## config.mk

```make
export PLATFORM = sky130hd
export DESIGN_NAME = bdd_cell
export DESIGN_NICKNAME = d
export VERILOG_FILES = /design/src/hdl/bdd_pkg.sv /design/src/hdl/bdd_cell.sv
export SDC_FILE = /design/constraint.sdc
export NUM_CORES = 1
export LEC_CHECK = 0
export BUFFER_PORTS_ARGS = -buffer_cell sky130_fd_sc_hd__buf_2
export CAP_MARGIN = 25
export CORE_MARGIN = 2
export CORE_UTILIZATION = 30
export DETAILED_ROUTE_END_ITERATION = 8
export GPL_TIMING_DRIVEN = 1
export HOLD_SLACK_MARGIN = 0.02
export PLACE_DENSITY = 0.7
export SLEW_MARGIN = 20
export SYNTH_ARGS = -nofsm -noshare
export SYNTH_HDL_FRONTEND = slang
export SYNTH_SLANG_ARGS = --single-unit
```

## constraint.sdc

```tcl
create_clock -name clk -period 2.84 [get_ports clk]
set_input_delay 0.568 -clock clk [delete_from_list [all_inputs] [get_ports clk]]
set_output_delay 0.568 -clock clk [all_outputs]
set_load 0.1 [all_outputs]
```

## src/hdl/bdd_pkg.sv

```systemverilog
package bdd_pkg;

    // Default sizes for the top level
    localparam int CAPACITY_DEF   = 64;
    localparam int DATA_WIDTH_DEF = 32;

    // Request codes
    localparam logic [3:0] REQ_PUSH_FRONT  = 4'd0;
    localparam logic [3:0] REQ_PUSH_BACK   = 4'd1;
    localparam logic [3:0] REQ_POP_FRONT   = 4'd2;
    localparam logic [3:0] REQ_POP_BACK    = 4'd3;
    localparam logic [3:0] REQ_CLEAR       = 4'd4;
    localparam logic [3:0] REQ_DELETE      = 4'd5;
    localparam logic [3:0] REQ_PRINT_ALL   = 4'd6;
    localparam logic [3:0] REQ_PRINT_FIRST = 4'd7;
    localparam logic [3:0] REQ_PRINT_LAST  = 4'd8;

    // Result kinds
    localparam logic [1:0] KIND_ENTRY  = 2'd0;
    localparam logic [1:0] KIND_EMPTY  = 2'd1;
    localparam logic [1:0] KIND_REJECT = 2'd2;

    typedef struct packed {
        logic [3:0]         req_type;
        logic signed [31:0] operand_value;
        logic [6:0]         print_count;
    } req_item_t;

    typedef struct packed {
        logic [1:0]         result_kind;
        logic signed [31:0] entry_value;
        logic               last_of_run;
    } rsp_item_t;

    // What every cell of the chain does in a cycle
    typedef enum logic [1:0] {
        CELL_HOLD,
        CELL_SHR,
        CELL_SHL,
        CELL_LOAD
    } cell_op_t;

    typedef struct packed {
        cell_op_t op;
        logic     wrap;
    } cell_ctrl_t;

    typedef enum logic [1:0] {
        ST_IDLE,
        ST_SINGLE,
        ST_WALK
    } state_t;

endpackage

```

## src/hdl/bdd_cell.sv

```systemverilog
module bdd_cell #(
    parameter int DATA_WIDTH = 32,
    parameter int IDX_W      = 6,
    parameter int CELL_IDX   = 0
) (
    input  logic                    clk,
    input  bdd_pkg::cell_ctrl_t     ctrl,
    input  logic [IDX_W-1:0]        sel_idx,
    input  logic [DATA_WIDTH-1:0]   push_data,
    input  logic [DATA_WIDTH-1:0]   front_data,
    input  logic [DATA_WIDTH-1:0]   left_data,
    input  logic [DATA_WIDTH-1:0]   right_data,
    output logic [DATA_WIDTH-1:0]   data_q
);
    import bdd_pkg::*;

    localparam logic [IDX_W-1:0] MY_IDX = IDX_W'(CELL_IDX);

    logic [DATA_WIDTH-1:0] data_reg;
    logic [DATA_WIDTH-1:0] data_next;
    logic                  is_sel;

    assign is_sel = (sel_idx == MY_IDX);

    // Shift, rotate or load one word
    always_comb
    begin
        unique case (ctrl.op)
            CELL_HOLD: data_next = data_reg;
            CELL_SHR:  data_next = (CELL_IDX == 0) ? push_data : left_data;
            CELL_SHL:  data_next = (ctrl.wrap && is_sel) ? front_data : right_data;
            CELL_LOAD: data_next = is_sel ? push_data : data_reg;
            default:   data_next = data_reg;
        endcase
    end

    always_ff @(posedge clk)
    begin
        data_reg <= data_next;
    end

    assign data_q = data_reg;

endmodule

```

After elaboration in Yosys (flattened, before gate mapping)
Index checks and enable logic that the tools add are counted.
{"block": "op_classes", "n_reduce_logical": 4, "n_mux": 3, "eq_ne": 4, "n_bitwise": 1}
{"cell": "32-bit case mux with 3 select lines", "count": 1}
{"cell": "32-bit two-way mux", "count": 2}
{"cell": "6-bit zero test", "count": 1}
{"cell": "2-bit == test (second input constant)", "count": 2}
{"cell": "2-bit by 1-bit == test with 1-bit output (second input constant)", "count": 1}
{"cell": "2-bit zero test", "count": 1}
{"cell": "2-bit != test (second input constant)", "count": 1}
{"cell": "2-bit AND reduction", "count": 1}
{"cell": "1-bit logical AND", "count": 1}
{"cell": "1-bit inverter", "count": 1}
{"block": "totals", "wordCells": 13, "reg_bits": 32, "output_inout_bits": 32, "in_bits": 138}

Longest topological paths before layout
Gate-level depths: netlist of the first run.
{"block": "depth", "ltp_word": 4, "mapped_depth": 5, "depth_no_buf": 3}

Least setup slack after synthesis of the first run
No wires, ideal clock.
{"block": "synth_timing", "path_kind": "input port to flip-flop", "startpoint": "input sel_idx[5]", "endpoint": "register data_reg[0], in the netlist data_q[0] (enable)", "t_required_ns": 2.418, "cell_stages": 4, "path_buffers": 1, "slack_ns": -0.182, "setup_time_ns": 0.422, "t_arrival_ns": 2.600, "cell_sequence": "nor4_4 buf_2 a21oi_1 nor2_1"}
{"block": "synth_via", "elab_chain_cells": 3}
{"item": "start: declaration", "line_no": "bdd_cell.sv:8", "text": "input logic [IDX_W-1:0] sel_idx,"}
{"item": "6-bit zero test", "line_no": "bdd_cell.sv:23", "text": "assign is_sel = (sel_idx == MY_IDX);"}
{"item": "2-bit != test (no line)"}
{"item": "2-bit AND reduction (no line)"}
{"item": "end signal: assignment", "line_no": "bdd_cell.sv:39", "text": "data_reg <= data_next;"}
{"item": "end: declaration", "line_no": "bdd_cell.sv:19", "text": "logic [DATA_WIDTH-1:0] data_reg;"}
Every way passes these cells.
A chain may end at the register's enable or synchronous reset.

Worst setup path after layout of the first run
{"block": "layout_timing", "startpoint": "input sel_idx[3]", "endpoint": "register data_reg[28], in the netlist data_q[28], data pin"}
{"block": "layout_via", "elab_chain_cells": 4}
{"item": "6-bit zero test", "line_no": "bdd_cell.sv:23"}
{"item": "1-bit logical AND", "line_no": "bdd_cell.sv:31", "text": "CELL_SHL: data_next = (ctrl.wrap && is_sel) ? front_data : right_data;"}
{"item": "32-bit two-way mux", "line_no": "bdd_cell.sv:31"}
{"item": "32-bit case mux with 3 select lines", "line_no": "bdd_cell.sv:28", "text": "unique case (ctrl.op)"}
{"item": "via data_next[28]", "line_no": "bdd_cell.sv:20", "text": "logic [DATA_WIDTH-1:0] data_next;"}
The timed path passes the listed nets, and every way through them passes these cells.

==> metrics.txt, run 1 <==
ratio of cells with drive above 1 in the final layout=48.28%; Cells after Synth=192; Post-CTS Setup Repair Bufs=0; status=finished, final reports clean; Slew Viols, Final=0; sequential fraction of the synthesis area=52.35%; Worst slew margin=47.95%; asr flop ratio synth=0%; ys flop type=edfxtp_1; delay-heaviest family, CP=simple AND/OR/NAND/NOR gates; worst-margin pin slew=0.7807 ns; grt ovf=0; nets=457; Final Hold Viols=0; Final Cycle Share=64.74%; Synth Cell Area=0.001836 mm2; total wire length=6045 um; Area Overhead vs Synth=43.15%; Power Density=610.5 mW/mm2; Vert. Die Dim=82.22 um; Max Cap Viol=0; CTS H-Tree Depth=2; vias per inst=5.358; Post-synth top cells=35 x nor2_1, 32 x a31oi_1, 32 x edfxtp_1, 32 x nand4_1, 30 x o21ai_1; cts repair resizes=0; Hold-fix buffers, CTS=0; CP max-delay cell=or3b_2; GRT Total Usage=17.50%; total CTS buffers=5; vias in the first global route=1981; Setup WS post-layout=1.001 ns; CP Capture Type=flip-flop; synthesized flop and latch total=32; Bufs and invs on worst path=1; Iter 0 DRT Violations=136; CTS tree=done; crit path kind=in -> reg; max FFs per register=32; routability cong.=0.8101; drt drc=0; syn nets=330; CP Launch Type=primary input; unrepaired setup endpoints after global routing=false; routed len/inst=15.34 um; DP Worst Slack=0.7009 ns; Vias=2111; num rows=28; crit path cell chain=buf_2 > or3b_2 > o21ai_0 > a31oi_1; CP Data Required Time=2.85 ns; clock sink count=32; EDFF count, synth=32; IO Port Bufs=137; dominant cell type by area after synthesis=edfxtp_1; Antenna diodes=0; largest net degree at the start of global routing=35; footprint of the multi-input gates=765.7 um2; Starting Density=31.00%; core area=0.005921 mm2; yosys warns=0; Worst Path Max Fanout=32; initial antenna violation count=0; antenna viol nets, final=0; clock slew seen by the registers of the worst setup and hold paths=0.07 ns; Final HPWL DP=4097 um; Syn Area/Cell=9.560 um2; DIE AREA=0.006760 mm2; FMAX=543.9 MHz; Fill cells=604; largest cells by area after synthesis=edfxtp_1 52%, a31oi_1 11%, nand4_1 11%; Clock Tree Root=clkbuf_8; first-pass GRT wire length=8976 um; Max rail drop VDD=296.6 uV; most common cell in the netlist=nor2_1; worst hold-check path type=in -> reg; Top-Level Pins=170; Max clock buf depth=2; fin crit period=1.839 ns; slowest stage delay, CP=0.79 ns; die width=82.22 um; TritonRoute pass-1 iters=4; register area=960.9 um2; Critical Path AT=1.85 ns; Setup violations, final=0; Cell variety after synth=17; LEAKAGE=0.001082 uW; Synth top area share=52.35%; Fin Setup TNS=0 ns
## per-stage QoR
stage	area, um2	util, %	power (uW)	hold slack, ns	std cells
floorplan	1838	-	1142	0.8217	192
global placement	2551	43.09	1289	0.9095	387
detailed placement	2551	43.09	1296	0.9180	387
CTS	2628	44.38	1620	0.6275	394
global route	2628	44.38	1673	0.6336	394
finish	2628	44.38	1604	0.6383	394
## placed cells by master (no fill, tap or decap)
master    count
o21ai_1      30
o21ai_0       2
clkinv_1      2
or3b_2        1
a21oi_1       1
nand4_1      32
edfxtp_1     32
nor2_4        1
nor4_4        1
nand2_1       1
nor2b_4       1
a31oi_1      32
nor2_1       33
or4_4         1
nor2_2        1
clkbuf_8      5
buf_2       137
buf_4         6
## layer usage
metal | routed length [um] | vias to the layer above | global-route usage (%)
met2 | 3014 | 99 | 30.48
met5 | 0 | - | 0
li1 | - | 1009 | -
met3 | 413 | 7 | 4.674
met1 | 2541 | 996 | 20.83
met4 | 74 | 0 | 5.667
## final timing paths
check         start         end  cells after the start
max      sel_idx[3]  data_q[28]                      4
min    push_data[1]   data_q[1]                      3
## power breakdown
part | switching (uW) | internal (uW) | total [uW]
logic | 555 | 124 | 679
registers | 13.7 | 591 | 605
clock network | 159 | 161 | 321
total | 728 | 876 | 1600
## final cells by class
| type | instances | area share [%] |
|---|---|---|
| clock buffer | 5 | 2.619 |
| clock inverter | 2 | 0.2857 |
| multi-input combinational | 137 | 29.14 |
| sequential | 32 | 36.57 |
| tap | 75 | 3.571 |
| timing repair buffer | 143 | 27.81 |
## cells by family after synthesis
kind of cell    count (synthesis)  share of synthesized area [%]
flops                          32                          52.35
buf+inv                        23                          6.884
simple gates                   72                          20.86
compound gates                 65                          19.90
Power figures use the tool's default switching activity.
==> run 2, diff against run 1 <==
--- a/config.mk
+++ b/config.mk
@@ -5,6 +5,7 @@
 export SDC_FILE = /design/constraint.sdc
 export NUM_CORES = 1
 export LEC_CHECK = 0
+export ABC_AREA = 1
 export BUFFER_PORTS_ARGS = -buffer_cell sky130_fd_sc_hd__buf_2
 export CAP_MARGIN = 25
 export CORE_MARGIN = 2
@@ -12,7 +13,7 @@
 export DETAILED_ROUTE_END_ITERATION = 8
 export GPL_TIMING_DRIVEN = 1
 export HOLD_SLACK_MARGIN = 0.02
-export PLACE_DENSITY = 0.7
+export PLACE_DENSITY = 0.65
 export SLEW_MARGIN = 20
 export SYNTH_ARGS = -nofsm -noshare
 export SYNTH_HDL_FRONTEND = slang
==> constraint.sdc (replaced) <==
create_clock -name clk -period 1.8 [get_ports clk]
set_input_delay 0.36 -clock clk [delete_from_list [all_inputs] [get_ports clk]]
set_output_delay 0.36 -clock clk [all_outputs]
set_load 0.1 [all_outputs]
==> run 2 against run 1 <==
  * First-iteration DRC count fell by 59%
  * Largest cell class unchanged
  * Critical path type is now reg -> out
  * Highest routed layer unchanged
  * Utilization grew 0.53 points
  * Clock-buffer cell count unchanged
  * Hold slack worse by 0.29 ns
==> metrics.txt, run 2 <==
most common cell after layout, fill and taps aside=buf_2 (unchanged); CP max-delay cell=buf_2 (was or3b_2); routed len/inst=11.99 um (was 15.34 um); Hold-fix buffers, CTS=0 (unchanged); fin crit period=1.398 ns; Iter 0 DRT Violations=56 (was 136); worst-margin pin slew=0.5090 ns (was 0.7807 ns); yosys warns=0 (unchanged); Starting Density=31.40% (was 31.00%); max FFs per register=32 (unchanged); syn nets=422 (was 330); first-pass GRT wire length=9335 um (was 8976 um); crit path kind=reg -> out (was in -> reg); antenna viol nets, final=0 (unchanged); Final HPWL DP=4355 um (was 4097 um); grt ovf=0 (unchanged); die width=86.23 um (was 82.22 um); CP Launch Type=flip-flop (was primary input); routability cong.=0.7985 (was 0.8101); asr flop ratio synth=0% (unchanged); Max clock buf depth=2 (unchanged); Clock Tree Root=clkbuf_8 (unchanged); Vias=2244 (was 2111); Final Cycle Share=77.68%; Critical Path AT=1.04 ns (was 1.85 ns); cts repair resizes=0 (unchanged); Antenna diodes=0 (unchanged); Worst slew margin=66.30% (was 47.95%); Synth Cell Area=0.002028 mm2 (was 0.001836 mm2); total wire length=5985 um (was 6045 um); sequential fraction of the synthesis area=47.38% (was 52.35%); largest cells by area after synthesis=edfxtp_1 47%, nand2_1 18%, nand3_1 16% (was edfxtp_1 52%, a31oi_1 11%, nand4_1 11%); num rows=29 (was 28); CTS tree=done (unchanged); nets=559 (was 457); drt drc=0 (unchanged); Area Overhead vs Synth=43.00% (was 43.15%); IO Port Bufs=137 (unchanged); Max Cap Viol=0 (unchanged); Cell variety after synth=13 (was 17); EDFF count, synth=32 (unchanged); initial antenna violation count=0 (unchanged); dominant cell type by area after synthesis=edfxtp_1 (unchanged); Power Density=855.8 mW/mm2 (was 610.5 mW/mm2); Fin Setup TNS=0 ns (unchanged); status=finished, final reports clean (unchanged); Post-synth top cells=98 x nand2_1, 67 x inv_1, 64 x nand3_1 (was 35 x nor2_1, 32 x a31oi_1, 32 x edfxtp_1, 32 x nand4_1, 30 x o21ai_1); Vert. Die Dim=86.23 um (was 82.22 um); largest net degree at the start of global routing=33 (was 35); clock slew seen by the registers of the worst setup and hold paths=0.07 ns (about the same); crit path cell chain=buf_2 (was buf_2 > or3b_2 > o21ai_0 > a31oi_1); total CTS buffers=5 (unchanged); Max rail drop VDD=413.4 uV (was 296.6 uV); clock sink count=32 (unchanged); ratio of cells with drive above 1 in the final layout=36.97% (was 48.28%); commonest cells after routing, fill and taps aside=137 x buf_2, 97 x nand2_1, 67 x inv_1, 64 x nand3_1, 32 x edfxtp_1 (was 137 x buf_2, 33 x nor2_1, 32 x nand4_1, 32 x a31oi_1, 32 x edfxtp_1); Slew Viols, Final=0 (unchanged); CP Capture Type=output port (was flip-flop); core area=0.006459 mm2 (was 0.005921 mm2); vias per inst=4.497 (was 5.358); Synth top area share=47.38% (was 52.35%); Post-CTS Setup Repair Bufs=0 (unchanged); DIE AREA=0.007435 mm2 (was 0.006760 mm2); CP Data Required Time=1.44 ns (was 2.85 ns); Hold Worst Slack=0.3493 ns (was 0.6383 ns); Worst Path Max Fanout=1 (was 32); CTS H-Tree Depth=2 (unchanged); ys flop type=edfxtp_1 (unchanged); Final Hold Viols=0 (unchanged); unrepaired setup endpoints after global routing=false (unchanged); synthesized flop and latch total=32 (unchanged); LEAKAGE=0.001723 uW (was 0.001082 uW); FMAX=715.2 MHz; Top-Level Pins=170 (unchanged); vias in the first global route=2093 (was 1981); Setup violations, final=0 (unchanged); worst hold-check path type=in -> reg (unchanged); most common cell in the netlist=nand2_1 (was nor2_1); TritonRoute pass-1 iters=5 (was 4); Bufs and invs on worst path=1 (unchanged); Cells after Synth=284 (was 192); Syn Area/Cell=7.142 um2 (was 9.560 um2); delay-heaviest family, CP=buffers and inverters (was simple AND/OR/NAND/NOR gates); slowest stage delay, CP=0.42 ns (was 0.79 ns); GRT Total Usage=16.07% (was 17.50%)
run 2: cell types whose count changed in the layout (fill, tap and decap cells not counted), sizes merged, moves of 3 or more:
| cell | previous run | this run |
|---|---|---|
| nand2 | 1 | 98 |
| inv | 0 | 67 |
| nand3 | 0 | 64 |
| a31oi | 32 | 0 |
| nand4 | 32 | 1 |
| o21ai | 32 | 1 |
| nor2 | 35 | 5 |
| buf | 143 | 146 |
run 2: cells by family after synthesis:
| family | Yosys count | share of synthesized area (%) |
|---|---|---|
| flip-flops | 32 | 47.38 |
| buffers and inverters | 83 | 16.72 |
| AND/OR/NAND/NOR | 168 | 35.66 |
| AO/OA/AOI/OAI | 1 | 0.2465 |
run 2: final timing paths:
path / start / end / slack (ns) / depth (start not counted)
min: push_data[29] / data_q[29] / 0.35 / 3
max: data_q[14] / data_q[14] / 0.40 / 1
run 2: where the power goes:
group / total, uW / internal (uW) / switching [uW] / leakage, uW
Sequential: 943 / 924 / 18.8 / 0.000308
Clock: 525 / 262 / 263 / 0.0000453
Combinational: 1010 / 201 / 813 / 0.00137
run 2: metrics by stage:
step,total power (uW),worst slack [ns],util [%],instances,cell area [um2]
floorplan,1740,0.04824,-,284,2031
global placement,1972,0.2569,43.63,491,2818
detailed placement,1979,0.2324,43.63,491,2818
CTS,2520,0.3815,44.91,499,2900
global route,2606,0.3512,44.91,499,2900
finish,2482,0.4019,44.91,499,2900
run 2: cell type report:
class	instances	area [um2]
clock buffers	5	68.82
repair buffers	146	778.2
well taps	77	96.34
flip-flops and latches	32	960.9
inverters	67	251.5
clock inverters	3	13.76
fillers	697	3558
multi-input cells	169	730.7
run 2: layer usage:
metal	vias to the layer above	track usage (%)	wire length [um]
met5	-	0	0
met1	989	18.88	2499
met2	103	28.26	2943
li1	1142	-	-
met3	10	4.000	423
met4	0	6.108	119
