--- config.mk ---
export PLATFORM = sky130hd
export DESIGN_NAME = bdd_ctrl
export DESIGN_NICKNAME = d
export VERILOG_FILES = /design/src/hdl/bdd_pkg.sv /design/src/hdl/bdd_ctrl.sv
export SDC_FILE = /design/constraint.sdc
export NUM_CORES = 1
export LEC_CHECK = 0
export BUFFER_PORTS_ARGS = -buffer_cell sky130_fd_sc_hd__clkbuf_2
export CAP_MARGIN = 20
export CORE_MARGIN = 4
export CORE_UTILIZATION = 58
export DETAILED_ROUTE_END_ITERATION = 10
export HOLD_SLACK_MARGIN = 0.02
export PLACE_DENSITY = 0.84
export SYNTH_ARGS = -nofsm -noshare
export SYNTH_HDL_FRONTEND = slang
export SYNTH_SLANG_ARGS = --single-unit
--- constraint.sdc ---
create_clock -name clk -period 10.66 [get_ports clk]
set_clock_uncertainty 0.05 [all_clocks]
set_input_delay 2.132 -clock clk [delete_from_list [all_inputs] [get_ports clk]]
set_output_delay 2.132 -clock clk [all_outputs]
set_load 0.02 [all_outputs]
--- src/hdl/bdd_pkg.sv ---
package bdd_pkg;

    // Default sizes for the top level
    localparam int CAPACITY_DEF   = 64;
    localparam int DATA_WIDTH_DEF = 32;

    // Request codes
    localparam logic [3:0] REQ_PUSH_FRONT  = 4'd0;
    localparam logic [3:0] REQ_PUSH_BACK   = 4'd1;
    localparam logic [3:0] REQ_POP_FRONT   = 4'd2;
    localparam logic [3:0] REQ_POP_BACK    = 4'd3;
    localparam logic [3:0] REQ_CLEAR       = 4'd4;
    localparam logic [3:0] REQ_DELETE      = 4'd5;
    localparam logic [3:0] REQ_PRINT_ALL   = 4'd6;
    localparam logic [3:0] REQ_PRINT_FIRST = 4'd7;
    localparam logic [3:0] REQ_PRINT_LAST  = 4'd8;

    // Result kinds
    localparam logic [1:0] KIND_ENTRY  = 2'd0;
    localparam logic [1:0] KIND_EMPTY  = 2'd1;
    localparam logic [1:0] KIND_REJECT = 2'd2;

    typedef struct packed {
        logic [3:0]         req_type;
        logic signed [31:0] operand_value;
        logic [6:0]         print_count;
    } req_item_t;

    typedef struct packed {
        logic [1:0]         result_kind;
        logic signed [31:0] entry_value;
        logic               last_of_run;
    } rsp_item_t;

    // What every cell of the chain does in a cycle
    typedef enum logic [1:0] {
        CELL_HOLD,
        CELL_SHR,
        CELL_SHL,
        CELL_LOAD
    } cell_op_t;

    typedef struct packed {
        cell_op_t op;
        logic     wrap;
    } cell_ctrl_t;

    typedef enum logic [1:0] {
        ST_IDLE,
        ST_SINGLE,
        ST_WALK
    } state_t;

endpackage

--- src/hdl/bdd_ctrl.sv ---
module bdd_ctrl #(
    parameter int CAPACITY   = 64,
    parameter int DATA_WIDTH = 32
) (
    input  logic                                         clk,
    input  logic                                         rst_n,
    input  logic                                         req_valid,
    output logic                                         req_stall,
    input  bdd_pkg::req_item_t                           req_item,
    output logic                                         rsp_valid,
    input  logic                                         rsp_stall,
    output bdd_pkg::rsp_item_t                           rsp_item,
    input  logic [DATA_WIDTH-1:0]                        front_data,
    output bdd_pkg::cell_ctrl_t                          cell_ctrl,
    output logic [((CAPACITY > 1) ? $clog2(CAPACITY) : 1)-1:0] sel_idx,
    output logic [DATA_WIDTH-1:0]                        push_data
);
    import bdd_pkg::*;

    localparam int IDX_W = (CAPACITY > 1) ? $clog2(CAPACITY) : 1;
    localparam int CNT_W = $clog2(CAPACITY + 1);
    localparam int MW    = (CNT_W > 7) ? CNT_W : 7;
    localparam logic [CNT_W-1:0] FULL_CNT = CNT_W'(CAPACITY);
    localparam logic [CNT_W-1:0] ONE      = CNT_W'(1);

    state_t                state_reg, state_next;
    logic [CNT_W-1:0]      occ_reg, occ_next;
    logic [CNT_W-1:0]      left_reg, left_next;
    logic [CNT_W-1:0]      step_reg, step_next;
    logic [CNT_W-1:0]      lo_reg, lo_next;
    logic [CNT_W-1:0]      hi_reg, hi_next;
    logic                  is_del_reg, is_del_next;
    logic                  found_reg, found_next;
    logic [DATA_WIDTH-1:0] del_val_reg, del_val_next;
    logic [1:0]            kind_reg, kind_next;
    logic                  out_valid_reg, out_valid_next;
    rsp_item_t             out_item_reg, out_item_next;

    logic                  accept;
    logic                  out_free;
    logic                  out_load;
    rsp_item_t             out_load_item;
    logic [DATA_WIDTH-1:0] operand_w;
    logic                  is_full;
    logic                  is_empty;
    logic [CNT_W-1:0]      run_cnt;
    logic                  advance;
    logic                  drop;
    logic                  is_print;
    logic                  needs_single;
    logic                  starts_walk;
    logic                  walk_done;

    assign accept    = req_valid && (state_reg == ST_IDLE);
    assign req_stall = (state_reg != ST_IDLE);
    assign out_free  = !out_valid_reg || !rsp_stall;
    assign operand_w = DATA_WIDTH'(req_item.operand_value);
    assign is_full   = (occ_reg == FULL_CNT);
    assign is_empty  = (occ_reg == '0);
    assign is_print  = (req_item.req_type == REQ_PRINT_ALL)
                    || (req_item.req_type == REQ_PRINT_FIRST)
                    || (req_item.req_type == REQ_PRINT_LAST);

    // Entries in a print run, count clamped to the length
    always_comb
    begin
        if (req_item.req_type == REQ_PRINT_ALL)
            run_cnt = occ_reg;
        else if (MW'(req_item.print_count) < MW'(occ_reg))
            run_cnt = CNT_W'(req_item.print_count);
        else
            run_cnt = occ_reg;
    end

    assign needs_single = (((req_item.req_type == REQ_PUSH_FRONT)
                         || (req_item.req_type == REQ_PUSH_BACK)) && is_full)
                       || (is_print && (run_cnt == '0));
    assign starts_walk  = ((req_item.req_type == REQ_DELETE) && !is_empty)
                       || (is_print && (run_cnt != '0));

    assign advance   = is_del_reg || out_free;
    assign drop      = is_del_reg && !found_reg && (front_data == del_val_reg);
    assign walk_done = advance && (left_reg == ONE);

    // Next state
    always_comb
    begin
        state_next = state_reg;
        unique case (state_reg)
            ST_IDLE:
            begin
                if (accept && needs_single)
                    state_next = ST_SINGLE;
                else if (accept && starts_walk)
                    state_next = ST_WALK;
            end
            ST_SINGLE:
            begin
                if (out_free)
                    state_next = ST_IDLE;
            end
            ST_WALK:
            begin
                if (walk_done)
                    state_next = ST_IDLE;
            end
            default: state_next = ST_IDLE;
        endcase
    end

    // Datapath and cell commands
    always_comb
    begin
        occ_next       = occ_reg;
        left_next      = left_reg;
        step_next      = step_reg;
        lo_next        = lo_reg;
        hi_next        = hi_reg;
        is_del_next    = is_del_reg;
        found_next     = found_reg;
        del_val_next   = del_val_reg;
        kind_next      = kind_reg;
        cell_ctrl.op   = CELL_HOLD;
        cell_ctrl.wrap = 1'b0;
        sel_idx        = IDX_W'(occ_reg);
        out_load       = 1'b0;
        out_load_item  = '{result_kind: KIND_ENTRY, entry_value: '0, last_of_run: 1'b1};

        unique case (state_reg)
            ST_IDLE:
            begin
                if (accept)
                begin
                    kind_next    = is_print ? KIND_EMPTY : KIND_REJECT;
                    left_next    = occ_reg;
                    step_next    = '0;
                    found_next   = 1'b0;
                    del_val_next = operand_w;
                    is_del_next  = (req_item.req_type == REQ_DELETE);
                    lo_next      = (req_item.req_type == REQ_PRINT_LAST)
                                 ? (occ_reg - run_cnt) : '0;
                    hi_next      = ((req_item.req_type == REQ_PRINT_LAST)
                                 ? occ_reg : run_cnt) - ONE;
                    priority case (req_item.req_type)
                        REQ_PUSH_FRONT:
                        begin
                            if (!is_full)
                            begin
                                cell_ctrl.op = CELL_SHR;
                                occ_next     = occ_reg + ONE;
                            end
                        end
                        REQ_PUSH_BACK:
                        begin
                            if (!is_full)
                            begin
                                cell_ctrl.op = CELL_LOAD;
                                occ_next     = occ_reg + ONE;
                            end
                        end
                        REQ_POP_FRONT:
                        begin
                            if (!is_empty)
                            begin
                                cell_ctrl.op = CELL_SHL;
                                occ_next     = occ_reg - ONE;
                            end
                        end
                        REQ_POP_BACK:
                        begin
                            if (!is_empty)
                                occ_next = occ_reg - ONE;
                        end
                        REQ_CLEAR:
                        begin
                            occ_next = '0;
                        end
                        default:
                        begin
                        end
                    endcase
                end
            end
            ST_SINGLE:
            begin
                if (out_free)
                begin
                    out_load                  = 1'b1;
                    out_load_item.result_kind = kind_reg;
                end
            end
            ST_WALK:
            begin
                // Front entry leaves; it rotates to the tail or is dropped
                if (advance)
                begin
                    cell_ctrl.op = CELL_SHL;
                    sel_idx      = IDX_W'(occ_reg - ONE);
                    if (drop)
                    begin
                        occ_next   = occ_reg - ONE;
                        found_next = 1'b1;
                    end
                    else
                    begin
                        cell_ctrl.wrap = 1'b1;
                    end
                    left_next = left_reg - ONE;
                    step_next = step_reg + ONE;
                    if (!is_del_reg && (step_reg >= lo_reg) && (step_reg <= hi_reg))
                    begin
                        out_load                  = 1'b1;
                        out_load_item.result_kind = KIND_ENTRY;
                        out_load_item.entry_value = 32'(front_data);
                        out_load_item.last_of_run = (step_reg == hi_reg);
                    end
                end
            end
            default:
            begin
            end
        endcase
    end

    // Output register
    always_comb
    begin
        if (out_load)
        begin
            out_valid_next = 1'b1;
            out_item_next  = out_load_item;
        end
        else
        begin
            out_valid_next = out_valid_reg && rsp_stall;
            out_item_next  = out_item_reg;
        end
    end

    always_ff @(posedge clk or negedge rst_n)
    begin
        if (!rst_n)
        begin
            state_reg     <= ST_IDLE;
            occ_reg       <= '0;
            out_valid_reg <= 1'b0;
        end
        else
        begin
            state_reg     <= state_next;
            occ_reg       <= occ_next;
            out_valid_reg <= out_valid_next;
        end
    end

    always_ff @(posedge clk)
    begin
        left_reg     <= left_next;
        step_reg     <= step_next;
        lo_reg       <= lo_next;
        hi_reg       <= hi_next;
        is_del_reg   <= is_del_next;
        found_reg    <= found_next;
        del_val_reg  <= del_val_next;
        kind_reg     <= kind_next;
        out_item_reg <= out_item_next;
    end

    assign push_data = operand_w;
    assign rsp_valid = out_valid_reg;
    assign rsp_item  = out_item_reg;

endmodule

Word-level counts from Yosys, hierarchy flattened
Cells that the tools add are included.
{ "word_totals": {"elab_cells": 132, "register_bits": 109, "inputBits": 79, "output_inout_bits": 78} }
{ "op_classes": {"n_reduce_logical": 40, "addsub": 6, "n_lt_le_gt_ge": 3, "n_eq_ne": 23, "muxes": 46} }
{ "ops": {"columns": ["op", "n"], "rows": [
  ["7-bit two-way mux", 12],
  ["7-bit one-hot mux with 2 select lines", 3],
  ["35-bit two-way mux", 1],
  ["33-bit two-way mux", 1],
  ["32-bit equality test", 1],
  ["7-bit one-hot mux with 3 select lines", 1],
  ["7-bit by 1-bit subtractor with 7-bit output, second input constant", 3],
  ["2-bit two-way mux", 9],
  ["4-bit by 3-bit equality test with 1-bit output, second input constant", 4],
  ["7-bit by 1-bit adder with 7-bit output, second input constant", 2],
  ["7-bit logical NOT", 2],
  ["1-bit logical AND", 13],
  ["6-bit two-way mux", 2],
  ["2-bit one-hot mux with 3 select lines", 2],
  ["1-bit two-way mux", 10],
  ["2-bit != test, second input constant", 5],
  ["3-bit AND reduction", 3],
  ["4-bit by 2-bit equality test with 1-bit output, second input constant", 2],
  ["2-bit one-hot mux with 2 select lines", 2],
  ["7-bit by 1-bit equality test with 1-bit output, second input constant", 1],
  ["7-bit equality test", 1],
  ["7-bit equality test, second input constant", 1],
  ["7-bit greater-or-equal comparator", 1],
  ["7-bit <= comparator", 1],
  ["21 further kinds", 35]
]} }

Depth between registers and ports, before layout
Gate-level depths: netlist (run 1).
{ "depth": {"word_depth": 10, "depth_mapped": 16, "mapped_depth_nobuf": 15} }

Least setup slack after synthesis (run 1)
OpenSTA, ideal clock, no wires.
{ "synth_path": {"path_type": "input-to-output", "start": "in req_valid", "end": "out cell_ctrl[1] (netlist bit)", "n_path_buf": 0, "required_time_ns": 8.478, "setup_slack_ns": 4.803, "arrival_time_ns": 3.675, "stages": 3, "cell_sequence": "nand2_1 inv_1 and4_1"} }
{ "synth_lines": {"columns": ["item", "line_no", "rtl"], "rows": [
  ["from (decl)", "bdd_ctrl.sv:7", "input logic req_valid,"],
  ["to (decl)", "bdd_ctrl.sv:14", "output bdd_pkg::cell_ctrl_t cell_ctrl,"]
]} }

==> results of run 1 <==
## worst max path at each step
| stage | from | to | slack, ns | cells after the start |
|---|---|---|---|---|
| after detailed placement | req_valid | cell_ctrl[1] | 4.75 | 5 |
| final | front_data[5] | cell_ctrl[0] | 4.88 | 7 |
| after global routing | front_data[5] | cell_ctrl[0] | 4.84 | 7 |
| after floorplan | req_valid | cell_ctrl[1] | 4.80 | 3 |
| after CTS | req_valid | cell_ctrl[1] | 4.75 | 5 |
| after global placement | req_valid | cell_ctrl[1] | 4.81 | 5 |
## logic make-up after synthesis
family / Yosys count / synth area share
buf+inv: 86 / 0.0722
fa+ha+maj: 36 / 0.0730
mux: 7 / 0.0114
simple gates: 178 / 0.152
flops: 109 / 0.514
compound gates: 88 / 0.0912
xor+xnor: 62 / 0.0866
## worst max-delay path, stage by stage
cell      delay [ns]
clkbuf_2        0.11
xor2_1          0.14
nor4_1          0.41
nand4_1         0.28
nor3_1          0.26
nor2_1          0.07
clkbuf_2        0.20
## layout make-up
class                      instances  area [µm²]
tap                              136         170
multi-input combinational        371        2590
timing repair buffer             161         838
clock buffer                       9         124
inverter                          33         124
sequential                       109        3220
fill                             787        3290
clock inverter                     6        48.8
## routing by layer
metal  global-route usage  part of all wire  vias to the layer above
li1                     -                 -                     2241
met1                0.283              0.38                     2285
met2                0.437              0.53                      224
met3               0.0293             0.067                       23
met4               0.0881             0.019                        0
met5                    0                 0                        -
## synth_stat cells, drive strengths merged, types with 7 or more instances
master,count
nor3,12
nand2,31
buf,37
edfxtp,99
a21oi,29
nor2,37
nand3,16
inv,33
xnor2,26
xor2,36
a21o,8
dfrtp,10
ha,35
and3,41
nor2b,8
nor4,7
and2,7
clkbuf,16
o21ai,22
## power by group
part	switching (mW)	total [mW]	internal (mW)
clock	0.149	0.236	0.0868
combinational	0.460	0.760	0.300
sequential	0.0945	0.683	0.589
total	0.704	1.68	0.975
==> reports/summary.txt, run 1 <==
Area of the mapped netlist - 6270 µm²
Hold Vio Cnt, Final - 0
Port Buf Inserts - 156
Maximum clock insertion buffer count - 2
Initial DRC count - 344
Largest net degree at the start of global routing - 52
Cell Pwr Density - 236 nW/µm²
Post-DP HPWL - 11,300 µm
Library cells used by synthesis - 59
DRC - 0
Hold Path Class - reg -> reg
Finished Cell Area - 7120 µm²
Slack of the worst reg-to-reg path - 6.63 ns
Avg Inst Size Synth - 11.1 µm²
RSZ-0062 raised after global routing - false
Count of final setup violators - 0
LEAKAGE - 3.17 nW
Worst-path fanout max - 2
Die H - 112 µm
Total GRT Usage - 0.237
DR vias - 4,773
Post-synthesis sequential area ratio - 0.514
Antenna violations before repair - 0
Cts repair resizes - 0
Hold Path Depth - 1
TritonCTS Buffers - 9
Async set-or-reset flop fraction in the synthesized netlist - 0.0917
Commonest non-fill, non-tap cell in the layout - clkbuf_2
Die area - 12,500 µm²
Max-slew violation count - 0
Pre-CTS setup slack - 4.75 ns
Yosys top cell by area - edfxtp_1
Worst-margin pin slew - 0.962 ns
ANT cells - 0
Vias in the first global route - 4,791
Detailed-routing iteration count for the pre-antenna-repair pass - 5
Max Freq - 173 MHz
CP arrival - 3.60 ns
Total global routing overflow - 0
Clock Sinks - 109
Element type at the critical path end - output pin
Layout cells sized above 1 - 0.271
Ys Warns - 0
H-tree Lvls - 3
First-pass GRT wire length - 23,700 µm
CTS root buf - clkbuf_8
Reg-to-reg startpoint - occ_reg[1]
EDFF count, synth - 99
Avg WL per Cell - 18.2 µm
Fin cells - 825
Util after Layout - 0.684
CP Launch Type - input port
Max Cap Viol - 0
Placed Area - 6920 µm²
DRT antenna net count - 0
Hold WS - 0.523 ns
Initial Utilization - 0.602
Routed WL - 15,000 µm
I/O pin total - 157
HP Start - kind_reg[0]
Row count - 37
Crit path kind - in -> out
Yosys reg bits - 109
Mapped Nets - 681
Hold-fix buffers, CTS - 0
Final min period - 5.78 ns
Chip width - 112 µm
CP required - 8.48 ns
Commonest register cell after synthesis - edfxtp_1
Vias/cell - 5.79
Final WS setup - 4.88 ns
Core area - 10,400 µm²
Slew headroom - 0.359
Synth top area share - 0.474
FF-to-FF path depth - 15
Status - completed
Most frequent cells in the layout - 156 x clkbuf_2, 99 x edfxtp_1, 41 x and3_1
Synth top area cells - edfxtp_1 47%, ha_1 7.0%, xor2_1 5.0%
Worst vdd ir - 0.192 mV
Final period util - 0.542
Clk slew on worst S/H paths - 0.10 ns
Hold Path Sink - rsp_item[33]
Nets@finish - 800
Cells after synthesis - 566
Largest register FFs - 35
CTS tree - built
Overall Power - 1.68 mW
Setup bufs post-CTS - 0
P&R area growth vs syn - 13.6%
TNS Setup - 0 ns
Worst R2R End - lo_reg[6]
Skew-Pair Late Insertion Delay - 0.38 ns
Cells after DPL - 808
Gp weighted congestion - 0.911
Power figures use the tool's default switching activity.
==> run 2: changes to the inputs <==
--- a/config.mk
+++ b/config.mk
@@ -5,13 +5,14 @@
 export SDC_FILE = /design/constraint.sdc
 export NUM_CORES = 1
 export LEC_CHECK = 0
+export ABC_AREA = 1
 export BUFFER_PORTS_ARGS = -buffer_cell sky130_fd_sc_hd__clkbuf_2
 export CAP_MARGIN = 20
 export CORE_MARGIN = 4
-export CORE_UTILIZATION = 58
+export CORE_UTILIZATION = 54
 export DETAILED_ROUTE_END_ITERATION = 10
 export HOLD_SLACK_MARGIN = 0.02
-export PLACE_DENSITY = 0.84
+export PLACE_DENSITY = 0.79
 export SYNTH_ARGS = -nofsm -noshare
 export SYNTH_HDL_FRONTEND = slang
 export SYNTH_SLANG_ARGS = --single-unit
==> constraint.sdc (replaced) <==
create_clock -name clk -period 5.7 [get_ports clk]
set_clock_uncertainty 0.05 [all_clocks]
set_input_delay 1.14 -clock clk [delete_from_list [all_inputs] [get_ports clk]]
set_output_delay 1.14 -clock clk [all_outputs]
set_load 0.02 [all_outputs]
==> reports/summary.txt, run 2 <==
Sequential share of power - 0.369 (-0.038)
Layout cells sized above 1 - 0.255 (-0.0162)
Routed WL - 15,700 µm (+4.6%)
DRC - 0 (unchanged)
Hold Path Class - reg -> reg
Cells after synthesis - 675 (+19%)
Critical path origin - front_data[15]
Count of final setup violators - 0 (unchanged)
EDFF count, synth - 99 (unchanged)
CP arrival - 2.79 ns (-0.81 ns)
Async set-or-reset flop fraction in the synthesized netlist - 0.0917 (unchanged)
Chip width - 116 µm (+3.9%)
Gp weighted congestion - 1.06 (+16%)
CTS tree - built
CTS root buf - clkbuf_16
Antenna violations before repair - 0 (unchanged)
Pre-CTS setup slack - 1.70 ns (-3.05 ns)
Final period util - 0.698
Final min period - 3.98 ns
Crit path kind - in -> out
Row count - 39 (+5.4%)
Most frequent cells in the layout - 156 x clkbuf_2, 116 x nand2_1, 103 x inv_1
Max-slew violation count - 0 (unchanged)
Library cells used by synthesis - 45 (-24%)
Area of the mapped netlist - 6340 µm² (+1.1%)
Worst-margin pin slew - 0.769 ns (-0.193 ns)
Hold WS - 0.533 ns (+0.0102 ns)
Synth top area cells - edfxtp_1 47%, ha_1 6.9%, nand2_1 6.9%
Synth top area share - 0.469 (-0.00505)
CP required - 4.51 ns (-3.97 ns)
P&R area growth vs syn - 16.4%
Combinational Power Share - 0.435 (-0.018)
Final WS setup - 1.72 ns (-3.16 ns)
Port Buf Inserts - 156 (unchanged)
Yosys reg bits - 109 (unchanged)
Reg-to-reg startpoint - occ_reg[6]
Finished Cell Area - 7380 µm² (+3.5%)
Ys Warns - 0 (unchanged)
Int Power - 2.02 mW (+110%)
Commonest register cell after synthesis - edfxtp_1
Hold Vio Cnt, Final - 0 (unchanged)
Element type at the critical path end - output pin
Maximum clock insertion buffer count - 2 (unchanged)
Max Freq - 251 MHz
Detailed-routing iteration count for the pre-antenna-repair pass - 6 (+1)
Clock share of power - 0.197 (+0.057)
Cts repair resizes - 0 (unchanged)
Core area - 11,500 µm² (+10%)
Sw Ratio - 0.413 (-0.00560)
Post-DP HPWL - 12,100 µm (+7.4%)
Vias in the first global route - 5,079 (+6.0%)
Skew-Pair Late Insertion Delay - 0.35 ns (-0.03 ns)
I/O pin total - 157 (unchanged)
P_sw - 1.42 mW (+100%)
Slew headroom - 0.484 (+0.125)
Avg WL per Cell - 16.4 µm (-9.5%)
ANT cells - 0 (unchanged)
H-tree Lvls - 3 (unchanged)
Initial DRC count - 467 (+36%)
Fill cells - 908 (+15%)
Hold-fix buffers, CTS - 0 (unchanged)
Setup bufs post-CTS - 0 (unchanged)
Total global routing overflow - 0 (unchanged)
RSZ-0062 raised after global routing - false
DR vias - 5,073 (+6.3%)
Nets@finish - 921 (+15%)
HP Start - rsp_valid
Worst-path fanout max - 9 (+7)
CP Launch Type - input port
Worst vdd ir - 0.382 mV (+99%)
Commonest non-fill, non-tap cell in the layout - clkbuf_2
Clk slew on worst S/H paths - 0.07 ns (-0.03 ns)
TritonCTS Buffers - 9 (unchanged)
Top cells by count, synth - 116 x nand2_1, 104 x inv_1, 99 x edfxtp_1
Placed Area - 7050 µm² (+1.9%)
Clock Sinks - 109 (unchanged)
Largest register FFs - 35 (unchanged)
Vias/cell - 5.32 (-8.1%)
LEAKAGE - 3.51 nW (+11%)
Most common cell in the netlist - nand2_1
TNS Setup - 0 ns (unchanged)
DRT antenna net count - 0 (unchanged)
Die area - 13,500 µm² (+7.9%)
First-pass GRT wire length - 24,600 µm (+3.8%)
Yosys top cell by area - edfxtp_1
Post-synthesis sequential area ratio - 0.508 (-0.00548)
Die H - 116 µm (+3.9%)
Max Cap Viol - 0 (unchanged)
Avg Inst Size Synth - 9.39 µm² (-15%)
Total GRT Usage - 0.236 (-0.000934)
Mapped Nets - 790 (+16%)
Largest net degree at the start of global routing - 50 (-3.8%)
Cell Pwr Density - 466 nW/µm² (+98%)
Status - completed
Initial Utilization - 0.553 (-0.0493)
-- run 2: cell types whose count changed after synthesis, moves of 9 or more --
cell      delta
xor2_1      -13
xnor2_1     -14
nor2_1      +46
nand4_1      +9
inv_1       +71
clkbuf_1    -11
nand2_1     +85
and3_1      -41
-- run 2: layout make-up --
| class | instances | area (µm²) | area share |
|---|---|---|---|
| Multi-Input combinational cell | 413 | 2410 | 0.327 |
| Clock inverter | 5 | 85.1 | 0.0115 |
| Clock buffer | 11 | 243 | 0.0329 |
| Sequential cell | 109 | 3220 | 0.437 |
| Tap cell | 143 | 179 | 0.0243 |
| Timing Repair Buffer | 160 | 811 | 0.110 |
| Inverter | 113 | 424 | 0.0575 |
-- run 2: logic make-up (layout without fill, tap and decap cells) --
kind of cell               after synthesis  count (layout)  share of synthesized area
adders and majority gates               36              36                     0.0722
AOI/OAI and AO/OA                       81              81                     0.0778
DFF                                    109             109                      0.508
and+or+nand+nor                        261             261                      0.182
buffers and inverters                  153             289                      0.111
xor gates and xnor gates                35              35                     0.0484
-- run 2: final timing paths --
path	endpoint	slack, ns	cells past startpoint
setup / recovery	cell_ctrl[0]	1.72	11
hold / removal	rsp_valid	0.53	2
setup reg to reg	lo_reg[6]	2.03	21
hold reg to reg	rsp_valid	0.53	2
max in group asynchronous	rsp_valid	4.72	1
min in group asynchronous	occ_reg[6]	0.63	1
-- run 2: worst max-delay path, stage by stage --
cell and delay, ns:
clkbuf_2 0.08, inv_1 0.09, or2_2 0.12, o2111ai_1 0.10, nor3_1 0.29, nand2_1 0.11, nor2_1 0.12, nand3_1 0.12
nand2_1 0.27, nor2_1 0.14, clkbuf_2 0.19
-- run 2: routing by layer --
layer / GRT usage / wire, µm / vias to the layer above
met4: 0.102 / 480 / 0
met5: 0 / 0 / -
li1: - / - / 2463
met2: 0.431 / 7800 / 246
met3: 0.0306 / 1210 / 38
met1: 0.278 / 6200 / 2326
-- run 2: power groups by stage --
stage | Combinational [mW] | Clock, mW | Sequential (mW)
4_1_cts | 1.48 | 0.681 | 1.26
6_report | 1.49 | 0.676 | 1.27
3_3_place_gp | 1.41 | 0 | 1.27
2_1_floorplan | 1.08 | 0 | 1.24
5_1_grt | 1.68 | 0.715 | 1.29
3_5_place_dp | 1.47 | 0 | 1.28
-- run 2: stage by stage --
stage          power [mW]  std cells  utilization
2_1_floorplan        2.32        675            -
3_3_place_gp         2.68        938        0.615
3_5_place_dp         2.75        938        0.615
4_1_cts              3.43        954        0.643
5_1_grt              3.68        954        0.643
6_report             3.44        954        0.643
